**src/hdl/spb_pkg.sv**
```systemverilog
// Shared types, constants and helper functions for the sprite blitter.
// No dependencies; every other file imports this package.
`default_nettype none

package spb_pkg;

    localparam int SCREEN_WIDTH    = 128;
    localparam int SCREEN_HEIGHT   = 128;
    localparam int MAX_SPRITE_SIDE = 255;

    // Field widths fixed by the interface
    localparam int POS_W   = 13;
    localparam int SIDE_W  = 8;
    localparam int COLOR_W = 16;
    localparam int COORD_W = 7;

    // Queue between front and back
    localparam int Q_DEPTH = 2;
    localparam int Q_AW    = $clog2(Q_DEPTH);
    localparam int Q_CW    = $clog2(Q_DEPTH + 1);

    // Lowest origin kept; anything below is fully off screen anyway
    localparam logic signed [POS_W:0] ORIGIN_MIN = -(POS_W + 1)'(4096);

    typedef struct packed {
        logic               on_screen;
        logic [COORD_W-1:0] x;
        logic [COORD_W-1:0] y;
        logic [COLOR_W-1:0] color;
        logic               done;
    } t_blit_item;

    typedef struct packed {
        logic full;
        logic empty;
    } t_fifo_status;

    // Zero size reads as one, oversize clamps
    function automatic logic [SIDE_W-1:0] fix_side(input logic [SIDE_W-1:0] s);
        logic [SIDE_W-1:0] r;
        r = s;
        if (r == '0) r = SIDE_W'(1);
        if (SIDE_W'(MAX_SPRITE_SIDE) < r) r = SIDE_W'(MAX_SPRITE_SIDE);
        return r;
    endfunction

    // Top-left corner: centre - ceil(side/2), saturated low
    function automatic logic signed [POS_W-1:0] corner(
        input logic signed [POS_W-1:0] c,
        input logic [SIDE_W-1:0]       side
    );
        logic [SIDE_W:0]         half;
        logic signed [POS_W:0]   o;
        half = ({1'b0, side} + (SIDE_W + 1)'(1)) >> 1;
        o    = {c[POS_W-1], c} - $signed((POS_W + 1)'(half));
        if (o < ORIGIN_MIN) o = ORIGIN_MIN;
        return o[POS_W-1:0];
    endfunction

endpackage

`default_nettype wire

```
**src/hdl/spb_front.sv**
```systemverilog
// Front end: accepts pixels, tracks sprite position, classifies on-screen.
// Depends on spb_pkg.
`default_nettype none

module spb_front import spb_pkg::*; (
    input  wire logic                      i_clk,
    input  wire logic                      i_rst_n,
    input  wire logic                      i_in_valid,
    output logic                           o_in_stall,
    input  wire logic signed [POS_W-1:0]   i_centre_x,
    input  wire logic signed [POS_W-1:0]   i_centre_y,
    input  wire logic [SIDE_W-1:0]         i_sprite_width,
    input  wire logic [SIDE_W-1:0]         i_sprite_height,
    input  wire logic [COLOR_W-1:0]        i_pixel_color,
    input  wire t_fifo_status              i_q_status,
    output logic                           o_push,
    output t_blit_item                     o_item
);

    logic [SIDE_W-1:0]       r_col, n_col;
    logic [SIDE_W-1:0]       r_row, n_row;
    logic signed [POS_W-1:0] r_org_x, r_org_y;
    logic [SIDE_W-1:0]       r_width, r_height;

    logic                    first;
    logic [SIDE_W-1:0]       eff_w, eff_h;
    logic signed [POS_W-1:0] org_x, org_y;
    logic signed [POS_W:0]   x, y;
    logic                    col_last, row_last;

    assign first = (r_col == '0) && (r_row == '0);
    assign eff_w = first ? fix_side(i_sprite_width)  : r_width;
    assign eff_h = first ? fix_side(i_sprite_height) : r_height;
    assign org_x = first ? corner(i_centre_x, eff_w) : r_org_x;
    assign org_y = first ? corner(i_centre_y, eff_h) : r_org_y;

    assign x = {org_x[POS_W-1], org_x} + $signed({(POS_W + 1 - SIDE_W)'(0), r_col});
    assign y = {org_y[POS_W-1], org_y} + $signed({(POS_W + 1 - SIDE_W)'(0), r_row});

    assign col_last = ({1'b0, r_col} + (SIDE_W + 1)'(1)) >= {1'b0, eff_w};
    assign row_last = ({1'b0, r_row} + (SIDE_W + 1)'(1)) >= {1'b0, eff_h};

    assign o_in_stall = i_q_status.full;
    assign o_push     = i_in_valid && !i_q_status.full;

    always_comb begin
        o_item.on_screen = !x[POS_W] && (x[POS_W-1:0] < POS_W'(SCREEN_WIDTH)) &&
                           !y[POS_W] && (y[POS_W-1:0] < POS_W'(SCREEN_HEIGHT));
        o_item.x         = x[COORD_W-1:0];
        o_item.y         = y[COORD_W-1:0];
        o_item.color     = i_pixel_color;
        o_item.done      = col_last && row_last;
    end

    always_comb begin
        n_col = r_col;
        n_row = r_row;
        if (col_last) begin
            n_col = '0;
            n_row = row_last ? '0 : r_row + SIDE_W'(1);
        end else begin
            n_col = r_col + SIDE_W'(1);
        end
    end

    always_ff @(posedge i_clk) begin
        if (!i_rst_n) begin
            r_col    <= '0;
            r_row    <= '0;
            r_org_x  <= '0;
            r_org_y  <= '0;
            r_width  <= '0;
            r_height <= '0;
        end else if (o_push) begin
            r_col <= n_col;
            r_row <= n_row;
            if (first) begin
                r_width  <= eff_w;
                r_height <= eff_h;
                r_org_x  <= org_x;
                r_org_y  <= org_y;
            end
        end
    end

endmodule

`default_nettype wire

```
**src/hdl/spb_fifo.sv**
```systemverilog
// Short queue of classified pixels between front and back end.
// Depends on spb_pkg.
`default_nettype none

module spb_fifo import spb_pkg::*; (
    input  wire logic       i_clk,
    input  wire logic       i_rst_n,
    input  wire logic       i_push,
    input  wire t_blit_item i_item,
    input  wire logic       i_pop,
    output t_blit_item      o_item,
    output t_fifo_status    o_status
);

    t_blit_item        r_mem [Q_DEPTH];
    logic [Q_AW-1:0]   r_wr, r_rd;
    logic [Q_CW-1:0]   r_cnt;

    assign o_item          = r_mem[r_rd];
    assign o_status.full   = (r_cnt == Q_CW'(Q_DEPTH));
    assign o_status.empty  = (r_cnt == '0);

    always_ff @(posedge i_clk) begin
        if (i_push) r_mem[r_wr] <= i_item;
    end

    always_ff @(posedge i_clk) begin
        if (!i_rst_n) begin
            r_wr  <= '0;
            r_rd  <= '0;
            r_cnt <= '0;
        end else begin
            if (i_push) r_wr <= r_wr + Q_AW'(1);
            if (i_pop)  r_rd <= r_rd + Q_AW'(1);
            unique case ({i_push, i_pop})
                2'b10:   r_cnt <= r_cnt + Q_CW'(1);
                2'b01:   r_cnt <= r_cnt - Q_CW'(1);
                default: r_cnt <= r_cnt;
            endcase
        end
    end

endmodule

`default_nettype wire

```
**src/hdl/spb_back.sv**
```systemverilog
// Back end: applies the transparent key and drives the output register.
// Depends on spb_pkg.
`default_nettype none

module spb_back import spb_pkg::*; (
    input  wire logic                i_clk,
    input  wire logic                i_rst_n,
    input  wire logic                i_key_we,
    input  wire logic [COLOR_W-1:0]  i_key,
    input  wire t_blit_item          i_item,
    input  wire t_fifo_status        i_q_status,
    output logic                     o_pop,
    output logic                     o_out_valid,
    input  wire logic                i_out_stall,
    output logic                     o_write_enable,
    output logic [COORD_W-1:0]       o_screen_x,
    output logic [COORD_W-1:0]       o_screen_y,
    output logic [COLOR_W-1:0]       o_write_color,
    output logic                     o_sprite_done
);

    logic [COLOR_W-1:0] r_key;
    logic               r_valid;
    logic               r_en;
    logic [COORD_W-1:0] r_x, r_y;
    logic [COLOR_W-1:0] r_color;
    logic               r_done;
    logic               load;
    logic               en;

    assign load  = !r_valid || !i_out_stall;
    assign o_pop = load && !i_q_status.empty;
    assign en    = i_item.on_screen && (i_item.color != r_key);

    always_ff @(posedge i_clk) begin
        if (!i_rst_n) begin
            r_key   <= '0;
            r_valid <= 1'b0;
        end else begin
            if (i_key_we) r_key <= i_key;
            if (load)     r_valid <= !i_q_status.empty;
        end
    end

    // disabled writes carry zero fields
    always_ff @(posedge i_clk) begin
        if (o_pop) begin
            r_en    <= en;
            r_x     <= en ? i_item.x     : '0;
            r_y     <= en ? i_item.y     : '0;
            r_color <= en ? i_item.color : '0;
            r_done  <= i_item.done;
        end
    end

    assign o_out_valid    = r_valid;
    assign o_write_enable = r_en;
    assign o_screen_x     = r_x;
    assign o_screen_y     = r_y;
    assign o_write_color  = r_color;
    assign o_sprite_done  = r_done;

endmodule

`default_nettype wire

```
**src/hdl/sprite_blit_clip_core.sv**
```systemverilog
// Sprite blitter with colour key and screen clipping, top level.
// Throughput: one pixel per clock, sustained while i_out_stall is low; front and back stall independently.
// Path: an accepted pixel is written into the queue, then loaded into the
// output register that drives the outputs.
// Reset (synchronous, i_rst_n low): counters, latched sprite geometry, queue,
// output valid and the transparent key (to 0) are cleared.
`default_nettype none

module sprite_blit_clip_core import spb_pkg::*; (
    input  wire logic                     i_clk,
    input  wire logic                     i_rst_n,
    // configuration: transparent colour key
    input  wire logic                     i_transparent_key_we,
    input  wire logic [COLOR_W-1:0]       i_transparent_key,
    // pixel input channel
    input  wire logic                     i_in_valid,
    output logic                          o_in_stall,
    input  wire logic signed [POS_W-1:0]  i_centre_x,
    input  wire logic signed [POS_W-1:0]  i_centre_y,
    input  wire logic [SIDE_W-1:0]        i_sprite_width,
    input  wire logic [SIDE_W-1:0]        i_sprite_height,
    input  wire logic [COLOR_W-1:0]       i_pixel_color,
    // framebuffer write channel
    output logic                          o_out_valid,
    input  wire logic                     i_out_stall,
    output logic                          o_write_enable,
    output logic [COORD_W-1:0]            o_screen_x,
    output logic [COORD_W-1:0]            o_screen_y,
    output logic [COLOR_W-1:0]            o_write_color,
    output logic                          o_sprite_done
);

    // Front end: one transaction per clock unless the queue is full.
    // It latches centre/size on a sprite's first pixel, walks the
    // row-major counters and flags whether the pixel lands on screen.
    logic         push, pop;
    t_blit_item   front_item, q_item;
    t_fifo_status q_status;

    spb_front u_front (
        .i_clk           (i_clk),
        .i_rst_n         (i_rst_n),
        .i_in_valid      (i_in_valid),
        .o_in_stall      (o_in_stall),
        .i_centre_x      (i_centre_x),
        .i_centre_y      (i_centre_y),
        .i_sprite_width  (i_sprite_width),
        .i_sprite_height (i_sprite_height),
        .i_pixel_color   (i_pixel_color),
        .i_q_status      (q_status),
        .o_push          (push),
        .o_item          (front_item)
    );

    // Two-entry queue decouples input acceptance from output stall.
    spb_fifo u_fifo (
        .i_clk    (i_clk),
        .i_rst_n  (i_rst_n),
        .i_push   (push),
        .i_item   (front_item),
        .i_pop    (pop),
        .o_item   (q_item),
        .o_status (q_status)
    );

    // Back end: key compare and registered output, refilled from the queue whenever
    // it holds a pixel and the register is empty or the downstream side takes a transaction.
    spb_back u_back (
        .i_clk          (i_clk),
        .i_rst_n        (i_rst_n),
        .i_key_we       (i_transparent_key_we),
        .i_key          (i_transparent_key),
        .i_item         (q_item),
        .i_q_status     (q_status),
        .o_pop          (pop),
        .o_out_valid    (o_out_valid),
        .i_out_stall    (i_out_stall),
        .o_write_enable (o_write_enable),
        .o_screen_x     (o_screen_x),
        .o_screen_y     (o_screen_y),
        .o_write_color  (o_write_color),
        .o_sprite_done  (o_sprite_done)
    );

`ifndef NO_ASSERTIONS
    // a disabled write must carry all-zero address and colour
    a_disabled_zero: assert property (@(posedge i_clk) disable iff (!i_rst_n)
        (o_out_valid && !o_write_enable) |->
            (o_screen_x == '0 && o_screen_y == '0 && o_write_color == '0))
        else $error("disabled write carries nonzero fields");

    // an accepted pixel is held in the queue on the next cycle
    a_push_lands: assert property (@(posedge i_clk) disable iff (!i_rst_n)
        (i_in_valid && !o_in_stall) |=> !q_status.empty)
        else $error("accepted pixel lost before queue");

    // never pop an empty queue
    a_no_underflow: assert property (@(posedge i_clk) disable iff (!i_rst_n)
        q_status.empty |-> !pop)
        else $error("queue underflow");
`endif

endmodule

`default_nettype wire
```
**config.mk**
```make
export PLATFORM = sky130hd
export DESIGN_NAME = sprite_blit_clip_core
export DESIGN_NICKNAME = d
export VERILOG_FILES = /design/src/hdl/spb_pkg.sv /design/src/hdl/spb_front.sv /design/src/hdl/spb_fifo.sv /design/src/hdl/spb_back.sv /design/src/hdl/sprite_blit_clip_core.sv
export SDC_FILE = /design/constraint.sdc
export NUM_CORES = 1
export LEC_CHECK = 0
export BUFFER_PORTS_ARGS = -buffer_cell sky130_fd_sc_hd__buf_2
export CORE_AREA = 2 2 215 111
export DETAILED_ROUTE_END_ITERATION = 6
export DIE_AREA = 0 0 217 113
export SYNTH_ARGS = -nofsm -noshare
export SYNTH_HDL_FRONTEND = slang
export SYNTH_SLANG_ARGS = --single-unit
```
**constraint.sdc**
```tcl
create_clock -name i_clk -period 8.5 [get_ports i_clk]
set_input_delay 1.7 -clock i_clk [delete_from_list [all_inputs] [get_ports i_clk]]
set_output_delay 1.7 -clock i_clk [all_outputs]
set_load 0.01 [all_outputs]
```
==> reports/results.ini <==
[clocking]
cts_buffer_depth=2
post_cts_buffers=0
cts_resized=0
cts_made_buffers=17
clk_latency_ps=450
cts_root_buffer=clkbuf_16
h-tree-depth=4
clkTransAtPathRegs_ps=70
hold_buffers=0
clock-sinks=176
cts_tree=yes

[cells_and_area]
multi_input_area_sq_mm=0.00510
final-seq-area_sq_mm=0.00449
drive_gt1_share_pct=16.9
nFillCells=2130
nets=1200
diodes=0
area_growth_pct=14.6

[grt]
grt_antenna_before_repair=0
grt_usage_pct=20.0
grt_pass1_wl_um=38000
grt_pass1_vias=7161
grt_overflow=0
grt_max_degree=81

[setup_path]
cp_max_fo=13
cp.buffers_inverters=4
criticalPathCategory=reg2reg
cpLargestDelayFamily=simple AND/OR/NAND/NOR gates
cpMaxStageDelayCell=nand4_1
critPathArrivalTime_ps=7710
cpPeakStageDelay_ps=590
crit_top_cell=ha_1
critPathRequiredTime_ps=8710
cp-end-kind=flop
startpoint_type=flop

[run]
maxCapViolCount=0

[logic_synthesis]
synth_fp_nets=1095
synth-seq-cells=176
yosysWarnings=0
async_reset_ff_share_pct=0
syn_area_sq_mm=0.00982
avgSynthCellArea_sq_um=10.3
ys.flop_type=edfxtp_1
synth_cells=958
synth-edff-count=96
ys_types=71
ys_seq_area_share_pct=45.7

[floorplanning]
core_area_sq_mm=0.0225
fp.dieArea_sq_mm=0.0245
fp-row-count=39
die_w_um=217
die_h_um=113
start_util_pct=43.6
io_pins=113

[placed_design]
io_buffers=112
pre_cts_slack_ps=815
dp_hpwl_um=17000
place.gp.congestion=0.879

[routing]
vias_per_cell=5.29
wl_um=23700
drt_iter0_drc=445
dr.pass1.iters=5
vias=7321
ant_nets=0
drc_errors=0
wl_per_cell_um=17.2

[power]
leakagePower_nw=4.63
ir_drop_v=0.000166
power_density_mw_per_mm2=290

[timing]
period_minus_slack_ps=7490
period_share_pct=88.2
max_clock_freq_mhz=133
slew_headroom_pct=29.8
hold_viol_final=0
fin_skew_ps=8.94
setup_ws_ps=1010
whs_ps=466
grt_setup_unrepaired=no
report.final.slew_viol_count=0
tns_ps=0
worst_pin_slew_ps=1050
setup_violations=0

[worst_hold_path]
min_path_type=reg2reg

[status]
status=complete, no violations

[cell usage in the layout (no fill, tap or decap), types with 13 or more instances in the layout]
master and n:
nor2_1 76, xnor2_1 40, a21oi_1 43, nor2b_1 33, edfxtp_1 96, nand2_1 105, a21o_1 13, a21boi_0 27
dfxtp_1 79, nor3_1 23, inv_1 20, mux2i_1 60, o21ai_0 37, clkbuf_16 18, buf_2 112, xor2_1 27
ha_1 54, nand2b_1 20
[layout make-up]
type / count / area share [%]
multi-input combinational: 724 / 45.3
sequential: 176 / 39.9
timing repair buffer: 123 / 5.71
clock buffer: 21 / 4.19
tap: 307 / 3.41
clock inverter: 11 / 0.812
inverter: 21 / 0.700
[per-layer routing]
layer  share of wire (%)  GRT usage, %
met4                 1.3          5.39
met2                  43          30.2
met5                   0             0
met1                  51          29.0
met3                 4.5          4.52
[where the power goes]
group,switching [mW],total (mW),internal [mW]
registers,0.0818,1.24,1.16
clock network,0.353,0.759,0.407
logic,0.774,1.26,0.490
total,1.21,3.27,2.06
[worst reg2reg max path, delay by kind of cell (launching register included)]
kind                       cells  cell delay, ps
adders and majority gates      4            1020
and+or+nand+nor               12            3070
DFF                            1             390
AOI/OAI and AO/OA             11            2130
buffers and inverters          4             660
[logic make-up (layout without fill, tap and decap cells)]
| kind of cell | Yosys count | in the layout | share of synthesized area, % |
|---|---|---|---|
| xor gates and xnor gates | 67 | 67 | 5.97 |
| adders and majority gates | 58 | 58 | 7.69 |
| DFF | 176 | 176 | 45.7 |
| AOI/OAI and AO/OA | 195 | 195 | 13.7 |
| muxes | 65 | 65 | 6.82 |
| buffers and inverters | 58 | 176 | 2.62 |
| and+or+nand+nor | 339 | 339 | 17.6 |
[sequential cells by signal, indices dropped and copies added (netlist names), named ones only]
signal,count
u_back.o_write_enable,1
u_front.r_height,8
u_back.o_screen_x,7
u_back.r_key,16
u_front.r_col,8
u_back.o_sprite_done,1
u_front.r_org_x,13
u_fifo.r_rd,1
u_fifo.r_cnt,2
u_front.r_row,8
u_fifo.r_mem,64
u_front.r_org_y,13
u_front.r_width,8
u_fifo.r_wr,1
u_back.o_screen_y,7
u_back.o_out_valid,1
u_back.o_write_color,16
[synthesized netlist by cell type (7+ instances only)]
cell / n / area (sq um)
nand3_1: 8 / 40.0
o21ai_0: 37 / 185
nor4_1: 7 / 43.8
dfxtp_1: 80 / 1600
xor2_1: 27 / 236
a21oi_1: 44 / 220
a21o_1: 13 / 97.6
nor2b_1: 33 / 206
nor2_1: 77 / 289
or3_1: 7 / 43.8
nand3b_1: 10 / 75.1
and3_1: 11 / 68.8
ha_1: 54 / 676
xnor2_1: 40 / 350
nand2b_1: 20 / 125
and2_1: 12 / 75.1
nor3_1: 23 / 115
nand2_1: 105 / 394
o211a_1: 8 / 80.1
a21boi_1: 8 / 60.1
mux2i_1: 60 / 601
o21a_1: 11 / 82.6
edfxtp_1: 96 / 2880
buf_2: 14 / 70.1
inv_1: 20 / 75.1
clkbuf_1: 20 / 75.1
a21boi_0: 27 / 203
[final timing paths]
kind	from	slack [ps]	end	cells after the start
max reg2reg	u_front.r_col[0]$_SDFFE_PN0P_	1010	u_fifo.r_mem[0][31]$_DFFE_PP_	31
max	u_front.r_col[0]$_SDFFE_PN0P_	1010	u_fifo.r_mem[0][31]$_DFFE_PP_	31
min reg2reg	u_front.r_height[2]$_SDFFE_PN0P_	470	u_front.r_height[2]$_SDFFE_PN0P_	2
min	u_front.r_height[2]$_SDFFE_PN0P_	470	u_front.r_height[2]$_SDFFE_PN0P_	2
[through the flow]
step | total power, mW | utilization [%] | cell area, sq um | cells
2_1_floorplan | 2.15 | - | 9820 | 958
3_3_place_gp | 2.50 | 47.4 | 10700 | 1351
3_5_place_dp | 2.54 | 47.4 | 10700 | 1351
4_1_cts | 3.30 | 49.9 | 11300 | 1383
5_1_grt | 3.49 | 49.9 | 11300 | 1383
6_report | 3.27 | 49.9 | 11300 | 1383
No activity file was read; power rests on OpenSTA's default activity.
